$ cat config.mk
export PLATFORM = sky130hd
export DESIGN_NAME = button_press_classifier
export DESIGN_NICKNAME = d
export VERILOG_FILES = /design/src/design/bpc_pkg.sv /design/src/design/bpc_lane.sv /design/src/design/bpc_merge.sv /design/src/design/button_press_classifier.sv
export SDC_FILE = /design/constraint.sdc
export NUM_CORES = 2
export LEC_CHECK = 0
export ABC_AREA = 1
export BUFFER_PORTS_ARGS = -buffer_cell sky130_fd_sc_hd__buf_4
export CORE_ASPECT_RATIO = 2
export CORE_MARGIN = 8
export CORE_UTILIZATION = 45
export CTS_CLUSTER_DIAMETER = 40
export DETAILED_ROUTE_END_ITERATION = 8
export PLACE_DENSITY = 0.64
export SLEW_MARGIN = 40
export SYNTH_ARGS = -nofsm -noshare
export SYNTH_HDL_FRONTEND = slang
export SYNTH_SLANG_ARGS = --single-unit
export TNS_END_PERCENT = 100
$ cat constraint.sdc
create_clock -name clk -period 4.4 [get_ports clk]
set_input_delay 0.44 -clock clk [delete_from_list [all_inputs] [get_ports clk]]
set_output_delay 0.44 -clock clk [all_outputs]
set_load 0.02 [all_outputs]
$ cat src/design/bpc_pkg.sv
// bpc_pkg: shared types and constants for the button press classifier.
// Holds field widths, register indexes, reset values, sleep cause codes
// and the per-lane status and result structs. No dependencies.
`default_nettype none

package bpc_pkg;

	localparam int TIME_W    = 32;
	localparam int MASK_W    = 7;
	localparam int LONG_W    = 6;
	localparam int CAUSE_W   = 2;
	localparam int CFG_IDX_W = 2;

	localparam logic [CFG_IDX_W-1:0] REG_LONG_PRESS = 2'd0;
	localparam logic [CFG_IDX_W-1:0] REG_POWER_HOLD = 2'd1;
	localparam logic [CFG_IDX_W-1:0] REG_IDLE_SLEEP = 2'd2;

	localparam logic [TIME_W-1:0] LONG_PRESS_RST = 32'd1000;
	localparam logic [TIME_W-1:0] POWER_HOLD_RST = 32'd3000;
	localparam logic [TIME_W-1:0] IDLE_SLEEP_RST = 32'd0;

	localparam logic [CAUSE_W-1:0] CAUSE_NONE  = 2'd0;
	localparam logic [CAUSE_W-1:0] CAUSE_POWER = 2'd1;
	localparam logic [CAUSE_W-1:0] CAUSE_IDLE  = 2'd2;

	typedef struct packed {
		logic short_hit;
		logic long_hit;
		logic activity;
	} lane_status_t;

	typedef struct packed {
		logic [MASK_W-1:0]  short_press_mask;
		logic [LONG_W-1:0]  long_press_mask;
		logic               sleep_request;
		logic [CAUSE_W-1:0] sleep_cause;
	} result_t;

endpackage

`default_nettype wire

$ cat src/design/bpc_lane.sv
// bpc_lane: per-button press tracker: start time, long-fired mark and the
// short/long classification for one beat. Depends on bpc_pkg.
`default_nettype none

module bpc_lane (
	input  wire logic                            clk,
	input  wire logic                            arst_n,
	input  wire logic                            upd,
	input  wire logic [bpc_pkg::TIME_W-1:0]      now,
	input  wire logic                            press,
	input  wire logic                            release_bit,
	input  wire logic                            held,
	input  wire logic [bpc_pkg::TIME_W-1:0]      thr,
	output bpc_pkg::lane_status_t                status
);

	logic [bpc_pkg::TIME_W-1:0] start_q;
	logic                       fired_q;
	logic [bpc_pkg::TIME_W-1:0] start_c;
	logic [bpc_pkg::TIME_W-1:0] elapsed;
	logic                       fired_pr;
	logic                       fired_rel;
	logic                       long_c;

	always_comb begin
		start_c   = press ? now : start_q;
		fired_pr  = press ? 1'b0 : fired_q;
		fired_rel = release_bit ? 1'b0 : fired_pr;
		elapsed   = now - start_c;
		long_c    = held & ~fired_rel & (elapsed >= thr);
		status.short_hit = release_bit & ~fired_pr;
		status.long_hit  = long_c;
		status.activity  = press | release_bit | long_c;
	end

	always_ff @(posedge clk or negedge arst_n) begin
		if (!arst_n) begin
			start_q <= '0;
			fired_q <= 1'b0;
		end else if (upd) begin
			start_q <= start_c;
			fired_q <= long_c | fired_rel;
		end
	end

endmodule

`default_nettype wire

$ cat src/design/bpc_merge.sv
// bpc_merge: combines lane results, tracks activity time and sleep state,
// and holds the result beat in an output register with a skid entry.
// Depends on bpc_pkg.
`default_nettype none

module bpc_merge #(
	parameter int NUM_BUTTONS = 7
) (
	input  wire logic                              clk,
	input  wire logic                              arst_n,
	input  wire logic                              accept,
	input  wire logic [bpc_pkg::TIME_W-1:0]        now,
	input  wire bpc_pkg::lane_status_t             lane_st [NUM_BUTTONS],
	input  wire logic [bpc_pkg::TIME_W-1:0]        idle_ms,
	output logic                                   asleep,
	output logic                                   full,
	output logic                                   out_valid,
	input  wire logic                              out_stall,
	output logic [bpc_pkg::MASK_W-1:0]             short_press_mask,
	output logic [bpc_pkg::LONG_W-1:0]             long_press_mask,
	output logic                                   sleep_request,
	output logic [bpc_pkg::CAUSE_W-1:0]            sleep_cause
);

	logic [bpc_pkg::TIME_W-1:0] last_act_q;
	logic                       asleep_q;
	logic [NUM_BUTTONS-1:0]     act_v;
	logic [bpc_pkg::MASK_W-1:0] short_c;
	logic [bpc_pkg::LONG_W-1:0] long_c;
	logic [bpc_pkg::TIME_W-1:0] idle_elapsed;
	logic                       any_act;
	logic                       power_fire;
	logic                       idle_hit;
	bpc_pkg::result_t           res_c;
	bpc_pkg::result_t           out_q;
	bpc_pkg::result_t           skid_q;
	logic                       out_valid_q;
	logic                       skid_valid_q;
	logic                       pop;

	for (genvar i = 0; i < NUM_BUTTONS; i++) begin : g_act
		assign act_v[i] = lane_st[i].activity;
	end

	for (genvar i = 0; i < bpc_pkg::MASK_W; i++) begin : g_short
		if (i < NUM_BUTTONS) begin : g_on
			assign short_c[i] = lane_st[i].short_hit;
		end else begin : g_off
			assign short_c[i] = 1'b0;
		end
	end

	for (genvar j = 0; j < bpc_pkg::LONG_W; j++) begin : g_long
		if (j < NUM_BUTTONS - 1) begin : g_on
			assign long_c[j] = lane_st[j].long_hit;
		end else begin : g_off
			assign long_c[j] = 1'b0;
		end
	end

	always_comb begin
		any_act      = |act_v;
		power_fire   = lane_st[NUM_BUTTONS-1].long_hit;
		idle_elapsed = now - last_act_q;
		idle_hit     = ~power_fire & ~any_act & (idle_ms != '0) & (idle_elapsed >= idle_ms);
		res_c        = '0;
		if (!asleep_q) begin
			res_c.short_press_mask = short_c;
			res_c.long_press_mask  = long_c;
			res_c.sleep_request    = power_fire | idle_hit;
			if (power_fire) begin
				res_c.sleep_cause = bpc_pkg::CAUSE_POWER;
			end else if (idle_hit) begin
				res_c.sleep_cause = bpc_pkg::CAUSE_IDLE;
			end else begin
				res_c.sleep_cause = bpc_pkg::CAUSE_NONE;
			end
		end
	end

	always_ff @(posedge clk or negedge arst_n) begin
		if (!arst_n) begin
			last_act_q <= '0;
			asleep_q   <= 1'b0;
		end else if (accept && !asleep_q) begin
			if (any_act) begin
				last_act_q <= now;
			end
			if (power_fire || idle_hit) begin
				asleep_q <= 1'b1;
			end
		end
	end

	// output register plus one skid beat
	assign pop = out_valid_q & ~out_stall;

	always_ff @(posedge clk or negedge arst_n) begin
		if (!arst_n) begin
			out_valid_q  <= 1'b0;
			skid_valid_q <= 1'b0;
		end else if (skid_valid_q) begin
			if (pop) begin
				skid_valid_q <= 1'b0;
			end
		end else if (accept) begin
			if (!out_valid_q || pop) begin
				out_valid_q <= 1'b1;
			end else begin
				skid_valid_q <= 1'b1;
			end
		end else if (pop) begin
			out_valid_q <= 1'b0;
		end
	end

	always_ff @(posedge clk) begin
		if (skid_valid_q) begin
			if (pop) begin
				out_q <= skid_q;
			end
		end else if (accept) begin
			if (!out_valid_q || pop) begin
				out_q <= res_c;
			end else begin
				skid_q <= res_c;
			end
		end
	end

	assign asleep           = asleep_q;
	assign full             = skid_valid_q;
	assign out_valid        = out_valid_q;
	assign short_press_mask = out_q.short_press_mask;
	assign long_press_mask  = out_q.long_press_mask;
	assign sleep_request    = out_q.sleep_request;
	assign sleep_cause      = out_q.sleep_cause;

endmodule

`default_nettype wire

$ cat src/design/button_press_classifier.sv
// button_press_classifier: top level; configuration registers, one lane per
// button and the merge stage. Depends on bpc_pkg, bpc_lane, bpc_merge.
// Result beat lands in the output register, or the skid entry if stalled.
// One beat per cycle unless in_stall; lanes subtract, compare in parallel.
// A one-beat skid behind the output register; in_stall is high when full.
// Reset (async, active low) restores defaults; clears all but result data.
`default_nettype none

module button_press_classifier #(
	parameter int NUM_BUTTONS = 7
) (
	input  wire logic                              clk,
	input  wire logic                              arst_n,
	input  wire logic                              cfg_we,
	input  wire logic [bpc_pkg::CFG_IDX_W-1:0]     cfg_index,
	input  wire logic [bpc_pkg::TIME_W-1:0]        cfg_data,
	input  wire logic                              in_valid,
	output logic                                   in_stall,
	input  wire logic [bpc_pkg::TIME_W-1:0]        now_ms,
	input  wire logic [bpc_pkg::MASK_W-1:0]        press_edges,
	input  wire logic [bpc_pkg::MASK_W-1:0]        release_edges,
	input  wire logic [bpc_pkg::MASK_W-1:0]        held_mask,
	output logic                                   out_valid,
	input  wire logic                              out_stall,
	output logic [bpc_pkg::MASK_W-1:0]             short_press_mask,
	output logic [bpc_pkg::LONG_W-1:0]             long_press_mask,
	output logic                                   sleep_request,
	output logic [bpc_pkg::CAUSE_W-1:0]            sleep_cause
);

	logic [bpc_pkg::TIME_W-1:0] long_press_q;
	logic [bpc_pkg::TIME_W-1:0] power_hold_q;
	logic [bpc_pkg::TIME_W-1:0] idle_sleep_q;
	logic                       accept;
	logic                       asleep;
	logic                       full;
	bpc_pkg::lane_status_t      lane_st [NUM_BUTTONS];

	always_ff @(posedge clk or negedge arst_n) begin
		if (!arst_n) begin
			long_press_q <= bpc_pkg::LONG_PRESS_RST;
			power_hold_q <= bpc_pkg::POWER_HOLD_RST;
			idle_sleep_q <= bpc_pkg::IDLE_SLEEP_RST;
		end else if (cfg_we) begin
			case (cfg_index)
				bpc_pkg::REG_LONG_PRESS: long_press_q <= cfg_data;
				bpc_pkg::REG_POWER_HOLD: power_hold_q <= cfg_data;
				bpc_pkg::REG_IDLE_SLEEP: idle_sleep_q <= cfg_data;
				default: ;
			endcase
		end
	end

	assign in_stall = full;
	assign accept   = in_valid & ~full;

	for (genvar i = 0; i < NUM_BUTTONS; i++) begin : g_lane
		logic                       press_b;
		logic                       rel_b;
		logic                       held_b;
		logic [bpc_pkg::TIME_W-1:0] thr;

		if (i < bpc_pkg::MASK_W) begin : g_in
			assign press_b = press_edges[i];
			assign rel_b   = release_edges[i];
			assign held_b  = held_mask[i];
		end else begin : g_none
			assign press_b = 1'b0;
			assign rel_b   = 1'b0;
			assign held_b  = 1'b0;
		end

		if (i == NUM_BUTTONS - 1) begin : g_pwr
			assign thr = power_hold_q;
		end else begin : g_ord
			assign thr = long_press_q;
		end

		bpc_lane u_lane (
			.clk         (clk),
			.arst_n      (arst_n),
			.upd         (accept & ~asleep),
			.now         (now_ms),
			.press       (press_b),
			.release_bit (rel_b),
			.held        (held_b),
			.thr         (thr),
			.status      (lane_st[i])
		);
	end

	bpc_merge #(
		.NUM_BUTTONS (NUM_BUTTONS)
	) u_merge (
		.clk              (clk),
		.arst_n           (arst_n),
		.accept           (accept),
		.now              (now_ms),
		.lane_st          (lane_st),
		.idle_ms          (idle_sleep_q),
		.asleep           (asleep),
		.full             (full),
		.out_valid        (out_valid),
		.out_stall        (out_stall),
		.short_press_mask (short_press_mask),
		.long_press_mask  (long_press_mask),
		.sleep_request    (sleep_request),
		.sleep_cause      (sleep_cause)
	);

endmodule

`default_nettype wire

==> impl_metrics.py <==
metrics = {
    "sta": {
        "slew_headroom_pct": 47.0,
        "final-setup-viol-count": 36,
        "fin_crit_ns": 4.60,
        "fin_ws_ns": -0.202,
        "worst_clock_skew_ns": 0.0379,
        "holdWs_ns": 0.0213,
        "max_clock_freq_mhz": 217,
        "worst_slew_pin_slew_ns": 0.787,
        "timing.final.crit_share_pct": 105,
        "final_max_slew_violation_count": 0,
        "rsz0062_at_grt": "true",
        "number_of_failing_hold_endpoints_at_the_final_stage": 0,
    },
    "synth": {
        "avgSynthCellArea_sq_um": 7.28,
        "ys_async_sr_fraction_pct": 91.9,
        "synth_edf_count": 32,
        "synth_area_sq_mm": 0.0354,
        "synth_cell_types": 57,
        "synth_top_flop_cell": "dfrtp_1",
        "postSynthRegisterBits": 394,
        "postSynthCellCount": 4859,
        "synth_seq_area_share_pct": 28.4,
        "synth.net_count": 5469,
        "synth-warning-count": 0,
    },
    "routing": {
        "route.detailed.drc": 0,
        "avgRoutedWirePerCell_um": 23.3,
        "vias_per_cell": 5.56,
        "postRouteWirelength_um": 164000,
        "drt-initial-drc-count": 2398,
        "detailedRoute.firstPassIterationCount": 6,
        "vias": 39200,
        "final_antenna_net_count": 0,
    },
    "grt": {
        "grt_usage_pct": 36.2,
        "grt_first_pass_wirelength_um": 238000,
        "grt_pass1_vias": 39400,
        "grt_overflow": 0,
        "antenna_found_initial": 4,
        "grt_start_max_net_pins": 110,
    },
    "power_and_ir_drop": {
        "power.density_mw_per_mm2": 353,
        "vdd_ir_drop_max_mv": 0.345,
        "static-leakage-power_nw": 24.5,
    },
    "finish": {
        "final_net_count": 6580,
        "syn2layout_area_growth_pct": 39.8,
        "commonest_cells_after_routing_fill_and_taps_aside": "nand2_1 (1168), buf_4 (1103), o21ai_0 (586)",
        "most_common_cell_after_layout_fill_and_taps_aside": "nand2_1",
        "final_layout_size_suffix_gt1_share_pct": 27.9,
        "layout.cells.non_filler": 7054,
    },
    "clock_tree": {
        "tritoncts.num_buffers": 59,
        "cts_tree": "done",
        "worst_setup_hold_path_clk_slew_ns": 0.06,
        "clk-insertion-delay-late_ns": 0.69,
        "clk_sink_count": 394,
        "root_buffer": "clkbuf_16",
        "h-tree-depth": 2,
        "clock_tree.buffer_depth": 3,
    },
    "critical_path": {
        "criticalPathCategory": "reg -> reg",
        "critical_path_peak_fanout": 14,
        "worst-endpoint-arrival_ns": 5.16,
        "end_kind": "flip-flop",
        "worst-endpoint-required_ns": 4.96,
        "startpoint_class": "flip-flop",
    },
    "place": {
        "routabilityCongestion": 1.09,
        "placedCellCount": 6887,
        "port_buffers": 109,
        "hpwl_um": 129000,
    },
    "run_status": {
        "status": "finished, violations left",
        "failed_checks": "setup timing",
    },
    "run": {
        "maxCapViolCount": 0,
    },
    "floorplanning": {
        "initial_core_utilization_pct": 45.4,
        "io-pin-count": 110,
        "core_area_sq_mm": 0.0780,
        "row_count": 145,
        "floorplan.die.height_um": 413,
        "design.die.area_sq_mm": 0.0884,
        "floorplan.die.width_um": 214,
    },
    "min_path": {
        "worstHoldPathType": "in -> reg",
    },
}
routing by layer:
layer  GRT usage [%]  vias up  wire [um]
li1                -    18700          -
met1            35.3    18400      55000
met2            62.4     1454      78700
met3            6.32      712       9450
met4            37.7        2      21100
met5               0        -         14
per-stage QoR:
step                total power, mW  TNS, ns  instance area [sq um]  worst slack [ns]  util [%]
floorplan                      7.89        0                  35400            0.0256         -
CTS                            17.0    -4.55                  47800            -0.148      61.3
global placement               11.5   -40.50                  45200            -0.930      57.9
finish                         17.5    -5.94                  49500            -0.202      63.4
global route                   18.3   -12.54                  49500            -0.376      63.4
detailed placement             11.6   -39.92                  45200            -0.905      57.9
timing repair:
action                                  4_1_cts  5_1_grt
hold buffers                                  2        0
setup buffers                                 7       39
endpoints found under the setup margin       44       51
resized for setup                           118      376
cloned                                        2        2
hold endpoints to repair                     63        0
pin swaps                                    30      173
report_power, final:
| part | leakage [nW] | internal, mW | total (mW) | switching (mW) |
|---|---|---|---|---|
| sequential | 5.11 | 3.93 | 4.08 | 0.150 |
| clock | 1.06 | 3.11 | 5.29 | 2.18 |
| combinational | 18.4 | 3.38 | 8.09 | 4.71 |
| total | 24.5 | 10.4 | 17.5 | 7.04 |
critical path: stages (launching register included):
cell and delay, ns:
dfrtp_1 0.38, o21ai_2 0.16, ha_1 0.30, a21oi_2 0.18, nand2_2 0.10, a21oi_2 0.15
buf_6 0.13, buf_6 0.10, clkinvlp_4 0.29, nand3_2 0.22, nand3_4 0.12, buf_4 0.17
a21oi_2 0.12, xnor2_1 0.16, ha_1 0.28, a21oi_1 0.14, o21ai_0 0.09, nand2_1 0.06
nand2_1 0.06, a21oi_2 0.12, nand2_2 0.17, nand2_2 0.13, nand2_2 0.07, nor2_4 0.13
nand3_4 0.11, nand2_8 0.21, buf_16 0.20, o21ai_2 0.06
cells by family (layout without fill, tap and decap cells):
kind of cell | count (synthesis) | count (layout) | synth area share [%]
simple gates | 1757 | 1757 | 19.9
flops | 394 | 394 | 28.4
xor+xnor | 241 | 241 | 5.96
compound gates | 1331 | 1331 | 20.6
other cells | 0 | 4 | 0
fa+ha+maj | 518 | 518 | 18.5
buf+inv | 618 | 1780 | 6.72
layout make-up:
type / count / area, sq um
Inverter: 488 / 1850
Clock buffer: 66 / 1540
Sequential cell: 394 / 10000
Clock inverter: 46 / 652
Timing Repair Buffer: 1180 / 9620
Tap cell: 1029 / 1290
Multi-Input combinational cell: 3847 / 24500
Fill cell: 7208 / 28500
Antenna cell: 4 / 10.0
cell usage after synthesis (all sizes together) (4+ instances only):
master | instances | area [sq um]
xor2 | 164 | 1440
a21o | 23 | 174
a221oi | 4 | 35.0
nand3 | 125 | 631
o31ai | 6 | 50.1
nand3b | 7 | 52.6
a21boi | 17 | 135
edfxtp | 32 | 961
o211ai | 24 | 185
fa | 8 | 160
buf | 22 | 143
ha | 510 | 6380
clkbuf | 108 | 405
nor3 | 54 | 275
a31oi | 23 | 144
xnor2 | 77 | 674
o21a | 26 | 195
dfstp | 13 | 342
nand2 | 1251 | 4710
inv | 488 | 1830
a211oi | 10 | 75.1
nor4 | 23 | 150
o21bai | 12 | 90.1
a21oi | 414 | 2110
dfrtp | 349 | 8730
nand4 | 37 | 231
o21ai | 759 | 3960
nor2 | 254 | 963
registers in the layout, indices dropped and copies added (netlist names), 2 cells and up:
signal,count
g_lane.thr,64
g_lane.u_lane.fired_q,7
g_lane.u_lane.start_q,224
idle_sleep_q,32
u_merge.last_act_q,32
u_merge.long_press_mask,6
u_merge.short_press_mask,7
u_merge.skid_q,16
u_merge.sleep_cause,2
path summary, 6_finish.rpt:
path / startpoint / depth (start not counted) / end / slack (ns)
max in group asynchronous: arst_n / 3 / g_lane[4].u_lane.start_q[19]$_DFFE_PN0P_ / 3.06
worst min register to register: g_lane[3].u_lane.start_q[22]$_DFFE_PN0P_ / 2 / g_lane[3].u_lane.start_q[22]$_DFFE_PN0P_ / 0.48
worst max register to register: g_lane[4].u_lane.start_q[2]$_DFFE_PN0P_ / 27 / u_merge.last_act_q[11]$_DFFE_PN0P_ / -0.20
min in group asynchronous: arst_n / 2 / idle_sleep_q[0]$_DFFE_PN0P_ / 0.30
worst min-delay path: cfg_data[3] / 3 / g_lane[0].thr[3]$_DFFE_PN1P_ / 0.02
worst max-delay path: g_lane[4].u_lane.start_q[2]$_DFFE_PN0P_ / 27 / u_merge.last_act_q[11]$_DFFE_PN0P_ / -0.20
No activity file was read; power rests on OpenSTA's default activity.
